$ cat src/rtl/core/tbns_pkg.sv
package tbns_pkg;

  localparam int NODES_DEF = 64;
  localparam int EDGES_DEF = 512;
  localparam int WEIGHT_BITS_DEF = 8;
  localparam int MAX_RUN = 64;

  typedef enum logic [1:0] {
    REQ_EDGE  = 2'd0,
    REQ_RANGE = 2'd1,
    REQ_STATE = 2'd2,
    REQ_RUN   = 2'd3
  } req_type_t;

  typedef struct packed {
    logic [1:0]  req_type;
    logic [8:0]  edge_index;
    logic [5:0]  source_node;
    logic signed [7:0] weight;
    logic [5:0]  node_index;
    logic [9:0]  range_begin;
    logic [9:0]  range_end;
    logic [63:0] state_in;
    logic [6:0]  steps;
  } in_item_t;

  typedef struct packed {
    logic [63:0] state_vector;
    logic [6:0]  step_index;
    logic        last;
  } out_item_t;

endpackage

$ cat src/rtl/core/tbns_front.sv
module tbns_front import tbns_pkg::*; (
  input  logic     clk,
  input  logic     rst,
  input  in_item_t item,
  input  logic     push,
  output logic     full,
  output in_item_t q_item,
  output logic     q_valid,
  input  logic     q_take
);

  // Two-entry queue that decouples request intake from step execution.
  in_item_t   slot [2];
  logic       rd_ptr;
  logic       wr_ptr;
  logic [1:0] count;
  logic       do_push;
  logic       do_pop;

  assign full    = (count == 2'd2);
  assign q_valid = (count != 2'd0);
  assign q_item  = slot[rd_ptr];
  assign do_push = push && !full;
  assign do_pop  = q_take && q_valid;

  always_ff @(posedge clk) begin
    if (do_push) begin
      slot[wr_ptr] <= item;
    end
    if (rst) begin
      rd_ptr <= 1'b0;
      wr_ptr <= 1'b0;
      count  <= 2'd0;
    end else begin
      if (do_push) begin
        wr_ptr <= ~wr_ptr;
      end
      if (do_pop) begin
        rd_ptr <= ~rd_ptr;
      end
      count <= count + 2'(do_push) - 2'(do_pop);
    end
  end

endmodule

$ cat config.mk
export PLATFORM = sky130hd
export DESIGN_NAME = tbns_front
export DESIGN_NICKNAME = d
export VERILOG_FILES = /design/src/rtl/core/tbns_pkg.sv /design/src/rtl/core/tbns_front.sv
export SDC_FILE = /design/constraint.sdc
export NUM_CORES = 1
export LEC_CHECK = 0
export BUFFER_PORTS_ARGS = -buffer_cell sky130_fd_sc_hd__buf_2
export CORE_MARGIN = 4
export CORE_UTILIZATION = 52
export CTS_BUF_LIST = sky130_fd_sc_hd__clkbuf_4 sky130_fd_sc_hd__clkbuf_8 sky130_fd_sc_hd__clkbuf_16
export CTS_CLUSTER_SIZE = 16
export DETAILED_ROUTE_END_ITERATION = 10
export GPL_TIMING_DRIVEN = 0
export PLACE_DENSITY_LB_ADDON = 0.05
export SYNTH_ARGS = -nofsm -noshare
export SYNTH_HDL_FRONTEND = slang
export SYNTH_SLANG_ARGS = --single-unit
$ cat constraint.sdc
create_clock -name clk -period 4.8 [get_ports clk]
set_input_delay 0.72 -clock clk [delete_from_list [all_inputs] [get_ports clk]]
set_output_delay 0.72 -clock clk [all_outputs]
set_load 0.02 [all_outputs]
Word level (Yosys, flattened, before mapping)
Memories as Yosys holds them, arrays and structs flattened. A register that Yosys moved wholly into a read port is not among the register bits.
Cells that the tools add are included.
- bitwise operators: 2
- $add $sub $neg: 2
- reduce and logical (&&, ||, !) cells: 4
- equal/unequal tests: 1
- multiplexer cells: 4
- operators with widths (operator ; number):
    $mux W1 ; 4
    $add A2 B1 Y2 ; 1
    $eq A2 B2 Y1 const B ; 1
    $logic_and A1 B1 Y1 ; 2
    $not A1 Y1 ; 2
    $reduce_bool A2 Y1 ; 1
    $sub A2 B1 Y2 ; 1
    $logic_not A1 Y1 ; 1
- bits in writable memories: 244
- register bits: 4
- logic and storage cells: 17
- memories: 1
- bits of input ports: 126
- output and inout port bits: 124
- memories (memory ; words ; bits a word ; read ports ; clocked after Yosys merged registers in ; wr ports ; RTL line ; RTL):
    slot ; 2 ; 122 ; 1 ; 1 ; 1 ; tbns_front.sv:13 ; in_item_t slot [2];

Longest topological paths before layout
Gate-level depths: netlist (run 1).
- word-level depth: 5
- depth in mapped cells: 8
- mapped depth without buffers: 8

Worst setup path after synthesis (run 1)
Ideal clock, no wire load.
- path kind: input-to-reg
- start: input port push
- end: memory slot[1][0] (netlist name) (enable)
- path buffers: 0
- path slack: 0.722 ns
- stages: 1
- required time: 4.304 ns
- setup time: 0.496 ns
- arrival: 3.581 ns
- path through: and3_1
- word-level cells in the longest chain between the ends: 3
- RTL lines (item ; RTL line ; RTL):
    start, declared ; tbns_front.sv:5 ; input logic push,
    $logic_and A1 B1 Y1 ; tbns_front.sv:23 ; assign do_push = push && !full;
    $mux W1 ; tbns_front.sv:27 ; if (do_push) begin
    $mux W1 (implied by the code) ; tbns_front.sv:28 ; slot[wr_ptr] <= item;
    end, declared ; tbns_front.sv:13 ;
No other way between the ends.

==> results of run 1 <==
[metal layers]
layer	vias to the layer above	global-route usage	wire length [µm]
met3	34	0.0649	1750
met1	2236	0.190	6280
met5	-	0	75
li1	2184	-	-
met4	12	0.0495	276
met2	160	0.302	9050
[how the worst max path moves through the flow]
stage	from	endpoint	slack (ns)
2_1_floorplan	push	slot[1][0]	0.72
3_3_place_gp	push	slot[1][106]	-0.80
3_5_place_dp	push	slot[0][106]	2.33
4_1_cts	flop	q_item[118]	2.24
5_1_grt	flop	q_item[62]	2.21
6_report	flop	q_item[118]	2.29
[through the flow]
step	instances	area, µm²	total power [mW]	utilization
floorplan	406	9370	4.08	-
global placement	880	10900	4.59	0.624
detailed placement	883	11000	4.61	0.629
CTS	928	11900	6.64	0.678
global route	930	11900	6.83	0.679
finish	930	11900	6.54	0.679
[kinds of logic after synthesis]
| kind of cell | Yosys count | share of synthesized area |
|---|---|---|
| and+or+nand+nor | 9 | 0.00521 |
| adders and majority gates | 2 | 0.00267 |
| buffers and inverters | 18 | 0.0162 |
| AOI/OAI and AO/OA | 3 | 0.00187 |
| muxes | 122 | 0.179 |
| DFF | 249 | 0.793 |
| xor gates and xnor gates | 3 | 0.00280 |
[worst register-to-register path, cell delays in order (launching register included)]
cell	delay, ns
dfxtp_1	0.37
nand2b_2	0.16
inv_1	0.07
or3_1	0.39
inv_6	0.29
buf_16	0.40
[cells in the mapped netlist]
master	count	area share
a21oi_1	1	0.00053
and3_1	1	0.00067
buf_2	4	0.0021
buf_6	9	0.011
buf_8	1	0.0016
dfxtp_1	5	0.011
edfxtp_1	244	0.78
ha_1	2	0.0027
inv_1	4	0.0016
mux2_2	42	0.050
mux2_4	80	0.13
nand2_1	1	0.00040
nand2b_2	1	0.00093
nor2_1	3	0.0012
nor2b_1	1	0.00067
o21a_1	1	0.00080
o21ai_0	1	0.00053
or2_2	1	0.00067
or3_1	1	0.00067
xnor2_1	2	0.0019
xor2_1	1	0.00093
[power by group through the flow]
stage	combinational (mW)	clock, mW	sequential, mW
global placement	1.75	0	2.84
floorplan	1.26	0	2.82
finish	1.77	2.01	2.76
global route	1.89	2.15	2.78
CTS	1.81	2.06	2.76
detailed placement	1.80	0	2.81
[layout by cell type, fill, tap and decap left out, drive strengths merged]
| master | netlist | final |
|---|---|---|
| bufinv | 0 | 5 |
| clkbuf | 0 | 32 |
| o21a | 1 | 1 |
| xnor2 | 2 | 2 |
| clkinvlp | 0 | 1 |
| clkinv | 0 | 7 |
| buf | 14 | 266 |
| inv | 4 | 4 |
| dfxtp | 5 | 5 |
| mux2 | 122 | 122 |
| or3 | 1 | 1 |
| and3 | 1 | 1 |
| nand2 | 1 | 1 |
| xor2 | 1 | 1 |
| ha | 2 | 2 |
| or2 | 1 | 1 |
| nor2 | 3 | 3 |
| a21oi | 1 | 1 |
| edfxtp | 244 | 244 |
| diode | 0 | 2 |
| o21ai | 1 | 1 |
| nand2b | 1 | 1 |
| nor2b | 1 | 1 |
[final cells by class]
class	count	area share
tap	225	0.0237
timing repair buffer	252	0.112
inverter	4	0.00169
clock inverter	13	0.0157
sequential	249	0.626
buffer	14	0.0115
multi-input combinational	139	0.151
clock buffer	32	0.0572
antenna	2	0.000422
[registers in the layout, summed over array words and instances (netlist names), named ones only]
register	cells
slot	244
count	2
rd_ptr	1
wr_ptr	1
==> results.py, run 1 <==
metrics = {
    "critical_path": {
        "critPathArrivalTime_ns": 1.79,
        "end_kind": "output pin",
        "worstSetupPathType": "reg2out",
        "cp_common_cell": "buf_6",
        "cp_num_cells": 5,
        "rr_worst_depth": 5,
        "reg2reg_to": "slot[0][90]",
        "critPathBufInv": 4,
        "worstPathCellList": "buf_6, buf_8, buf_6, mux2_4, buf_2",
        "critical_path.max_stage_delay_ns": 0.32,
        "timing.rr.start": "count[0]",
        "cp_slowest_cell": "dfxtp_1",
        "cp_top_family": "buffers and inverters",
        "rrSetupSlack_ns": 2.65,
        "cp.required_ns": 4.08,
        "path_max_fanout": 10,
        "cp-start-kind": "flop",
    },
    "final_layout": {
        "nets": 813,
        "multi_input_area_mm2": 0.00180,
        "n_fill_cell": 1223,
        "layout-drive-gt1-share": 0.615,
        "syn2layout_area_growth_pct": 26.6,
        "register_area_mm2": 0.00743,
    },
    "clock_tree": {
        "cts_tree": "done",
        "clk_pin_slew_ns": 0.06,
        "clockBufferDepth": 3,
        "cts_resized": 0,
        "cts_hold_buf": 0,
        "clock_latency_ns": 0.50,
        "htreeDepth": 1,
        "clock-root-buffer": "clkbuf_16",
        "clock-sinks": 249,
        "post_cts_buffers": 0,
        "numCtsBuffers": 25,
    },
    "power": {
        "vdd_drop_max_uv": 367,
        "comb_power_share": 0.271,
        "power.share.sequential": 0.422,
        "intPower_mw": 4.74,
        "leakagePower_nw": 4.65,
        "swShare": 0.275,
        "p_sw_mw": 1.80,
        "pwr-share-clk": 0.307,
        "power_density_mw_per_mm2": 552,
    },
    "global_routing": {
        "gr-total-overflow": 0,
        "antenna_found_initial": 8,
        "grtUsageTotal": 0.170,
        "grt_first_pass_wirelength_mm": 26.5,
        "grt_max_degree": 93,
        "grt_pass1_vias": 5018,
    },
    "synthesis": {
        "ys_ff_latch": 249,
        "ys_seq_area_frac": 0.793,
        "ys.warnings.count": 0,
        "syn_nets": 534,
        "syn_area_mm2": 0.00937,
        "syn_area_per_cell_um2": 23.1,
        "synth_cell_types": 21,
        "synth_cells": 406,
    },
    "sta": {
        "post-route-min-period_ns": 2.51,
        "setup_ws_ns": 2.29,
        "drv_slew": 0,
        "setup_viol": 0,
        "slew_headroom": 0.656,
        "hold_viol": 0,
        "skew_ns": 0.00463,
        "fmax_ghz": 0.398,
        "period_share": 0.524,
        "tns_ns": 0,
        "tightest_slew_ns": 0.516,
        "rsz0062_at_grt": "false",
        "whs_ns": 0.403,
    },
    "routing": {
        "vias_per_cell": 4.97,
        "wl_per_cell_um": 18.7,
        "ant_nets": 0,
        "drc": 0,
        "vias": 4626,
        "drt_iter0_drc": 169,
        "postRouteWirelength_mm": 17.4,
        "drt_pre_antenna_iters": 4,
    },
    "status": {
        "outcome": "finished, final reports clean",
    },
    "hold_path": {
        "whs_path_depth": 1,
        "hp-start": "item[97]",
        "hp-class": "in2reg",
        "whs_endpoint": "slot[1][97]",
    },
    "placement": {
        "place.gp.congestion": 0.732,
        "dp_hpwl_mm": 12.0,
        "portBuffers": 249,
        "dpl_worst_slack_ns": 2.33,
    },
    "floorplan": {
        "row_count": 48,
        "fp.dieH_um": 142,
        "fp.coreArea_mm2": 0.0175,
        "dieArea_mm2": 0.0202,
        "initial_core_util": 0.536,
        "io_pins": 250,
        "die_x_um": 142,
    },
    "job": {
        "drv_cap": 0,
    },
}
No activity file was read; power rests on OpenSTA's default activity.
==> inputs of run 2 (changes only) <==
==> constraint.sdc (replaced) <==
create_clock -name clk -period 2.55 [get_ports clk]
set_input_delay 0.3825 -clock clk [delete_from_list [all_inputs] [get_ports clk]]
set_output_delay 0.3825 -clock clk [all_outputs]
set_load 0.02 [all_outputs]
==> run 2 against run 1 <==
Effect of this change:
- critical path depth is 1 higher
- routed wire length is 2.3% lower
- highest routed layer unchanged
- largest power group unchanged
- critical endpoint is now slot[0][58]
- power up 84%
==> results.py, run 2 (synthesis gave the netlist of run 1 again) <==
metrics = {
    "clock_tree": {
        "cts_hold_buf": 0,
        "clock-root-buffer": "clkbuf_16",
        "numCtsBuffers": 25,
        "clock-sinks": 249,
        "post_cts_buffers": 0,
        "clk_pin_slew_ns": 0.06,
        "clock_latency_ns": 0.49,
        "cts_tree": "done",
        "htreeDepth": 1,
        "clockBufferDepth": 3,
        "cts_resized": 0,
    },
    "placement": {
        "portBuffers": 249,
        "dp_hpwl_mm": 12.0,
        "place.gp.congestion": 0.745,
    },
    "sta": {
        "drv_slew": 0,
        "hold_viol": 0,
        "setup_viol": 0,
        "rsz0062_at_grt": "false",
        "tightest_slew_ns": 0.867,
        "fmax_ghz": 0.461,
        "post-route-min-period_ns": 2.17,
        "slew_headroom": 0.422,
        "skew_ns": 0.00915,
        "period_share": 0.850,
    },
    "final_layout": {
        "largestRegisters": "slot (244), count (2)",
        "finalCoreUtilization": 0.676,
        "syn2layout_area_growth_pct": 26.1,
        "layout-drive-gt1-share": 0.626,
        "top_register": "slot",
        "final_common_cell": "buf_2",
        "nets": 814,
        "largest_reg_flops": 244,
        "multi_input_area_mm2": 0.00181,
        "final_cell_mix": "buf_2, edfxtp_1, mux2_4",
        "n_fill_cell": 1209,
        "register_area_mm2": 0.00743,
    },
    "critical_path": {
        "end_kind": "flop",
        "rrSetupSlack_ns": 0.38,
        "startpoint": "count[0]",
        "worstSetupPathType": "reg2reg",
        "critPathArrivalTime_ns": 2.35,
        "rr_worst_depth": 6,
        "reg2reg_to": "slot[0][58]",
        "path_max_fanout": 38,
        "cp.required_ns": 2.73,
        "cp-start-kind": "flop",
        "timing.rr.start": "count[0]",
        "endpoint": "slot[0][58]",
    },
    "power": {
        "swShare": 0.276,
        "p_sw_mw": 3.33,
        "totalPowerFinal_mw": 12.0,
        "power_density_mw_per_mm2": 1020,
        "leakagePower_nw": 4.64,
        "power.share.sequential": 0.431,
        "comb_power_share": 0.279,
        "pwr-share-clk": 0.290,
        "intPower_mw": 8.72,
        "vdd_drop_max_uv": 941,
    },
    "routing": {
        "ant_nets": 0,
        "vias_per_cell": 4.95,
        "drc": 0,
        "drt_pre_antenna_iters": 5,
        "wl_per_cell_um": 18.3,
        "postRouteWirelength_mm": 17.0,
        "vias": 4608,
        "drt_iter0_drc": 119,
    },
    "floorplan": {
        "io_pins": 250,
        "die_x_um": 142,
        "row_count": 48,
        "dieArea_mm2": 0.0202,
        "fp.dieH_um": 142,
        "initial_core_util": 0.536,
        "fp.coreArea_mm2": 0.0175,
    },
    "global_routing": {
        "grt_first_pass_wirelength_mm": 25.7,
        "gr-total-overflow": 0,
        "grt_pass1_vias": 4945,
        "grt_max_degree": 63,
        "antenna_found_initial": 6,
        "grtUsageTotal": 0.163,
    },
    "job": {
        "drv_cap": 0,
    },
    "status": {
        "outcome": "finished, final reports clean",
    },
    "hold_path": {
        "hp-class": "in2reg",
    },
}
run 2: changes by cell type in the layout (fill, tap and decap cells not counted), moves of 2 or more:
| cell | delta |
|---|---|
| dfxtp_2 | +2 |
| buf_16 | -2 |
| dfxtp_1 | -2 |
| clkinv_2 | +3 |
| buf_12 | +3 |
| bufinv_16 | -3 |
| clkinv_1 | -4 |
| clkbuf_4 | +5 |
run 2: area by class of cell:
cell class              instances  share of cell area
clock buffers                  37              0.0606
repair buffers                253               0.113
clock inverters                 8             0.00752
multi-input cells             139               0.153
plain buffers                  14              0.0115
inverters                       4             0.00180
well taps                     225              0.0238
flip-flops and latches        249               0.629
diodes                          2            0.000423
run 2: worst max-delay path, cell delays in order (launching register included):
cell and delay [ns]:
dfxtp_2 0.35, nand2b_4 0.15, inv_4 0.04, or3_4 0.37, clkinvlp_4 0.40, buf_12 0.26, buf_12 0.25
run 2: worst min-delay path by stage:
stage / from / endpoint / depth (start not counted)
after floorplan: rst / count[0] / 1
after global placement: wr_ptr / wr_ptr / 2
after detailed placement: rd_ptr / flop / 2
after CTS: item[116] / slot[1][116] / 1
after global routing: item[99] / slot[0][99] / 1
final: item[116] / slot[0][116] / 1
run 2: power by group through the flow:
stage               Clock, mW  Sequential, mW  Combinational, mW
finish                   3.49            5.20               3.36
CTS                      3.59            5.20               3.43
global placement            0            5.32               3.31
floorplan                   0            5.28               2.40
global route             3.79            5.24               3.59
detailed placement          0            5.29               3.42
run 2: layer usage:
metal / track usage / part of all wire
met5: 0 / 0.0025
met2: 0.284 / 0.51
met4: 0.0455 / 0.020
met3: 0.0531 / 0.11
met1: 0.196 / 0.36
run 2: through the flow:
stage / TNS, ns / setup slack (ns) / instances / area [µm²] / hold WS (ns)
after floorplan: -36.27 / -0.297 / 406 / 9390 / 0.447
after global placement: -231.15 / -1.27 / 880 / 10900 / 0.472
after detailed placement: 0 / 0.349 / 884 / 11000 / 0.519
after CTS: 0 / 0.325 / 929 / 11800 / 0.0506
after global routing: 0 / 0.251 / 931 / 11800 / 0.0476
final: 0 / 0.381 / 931 / 11800 / 0.0739
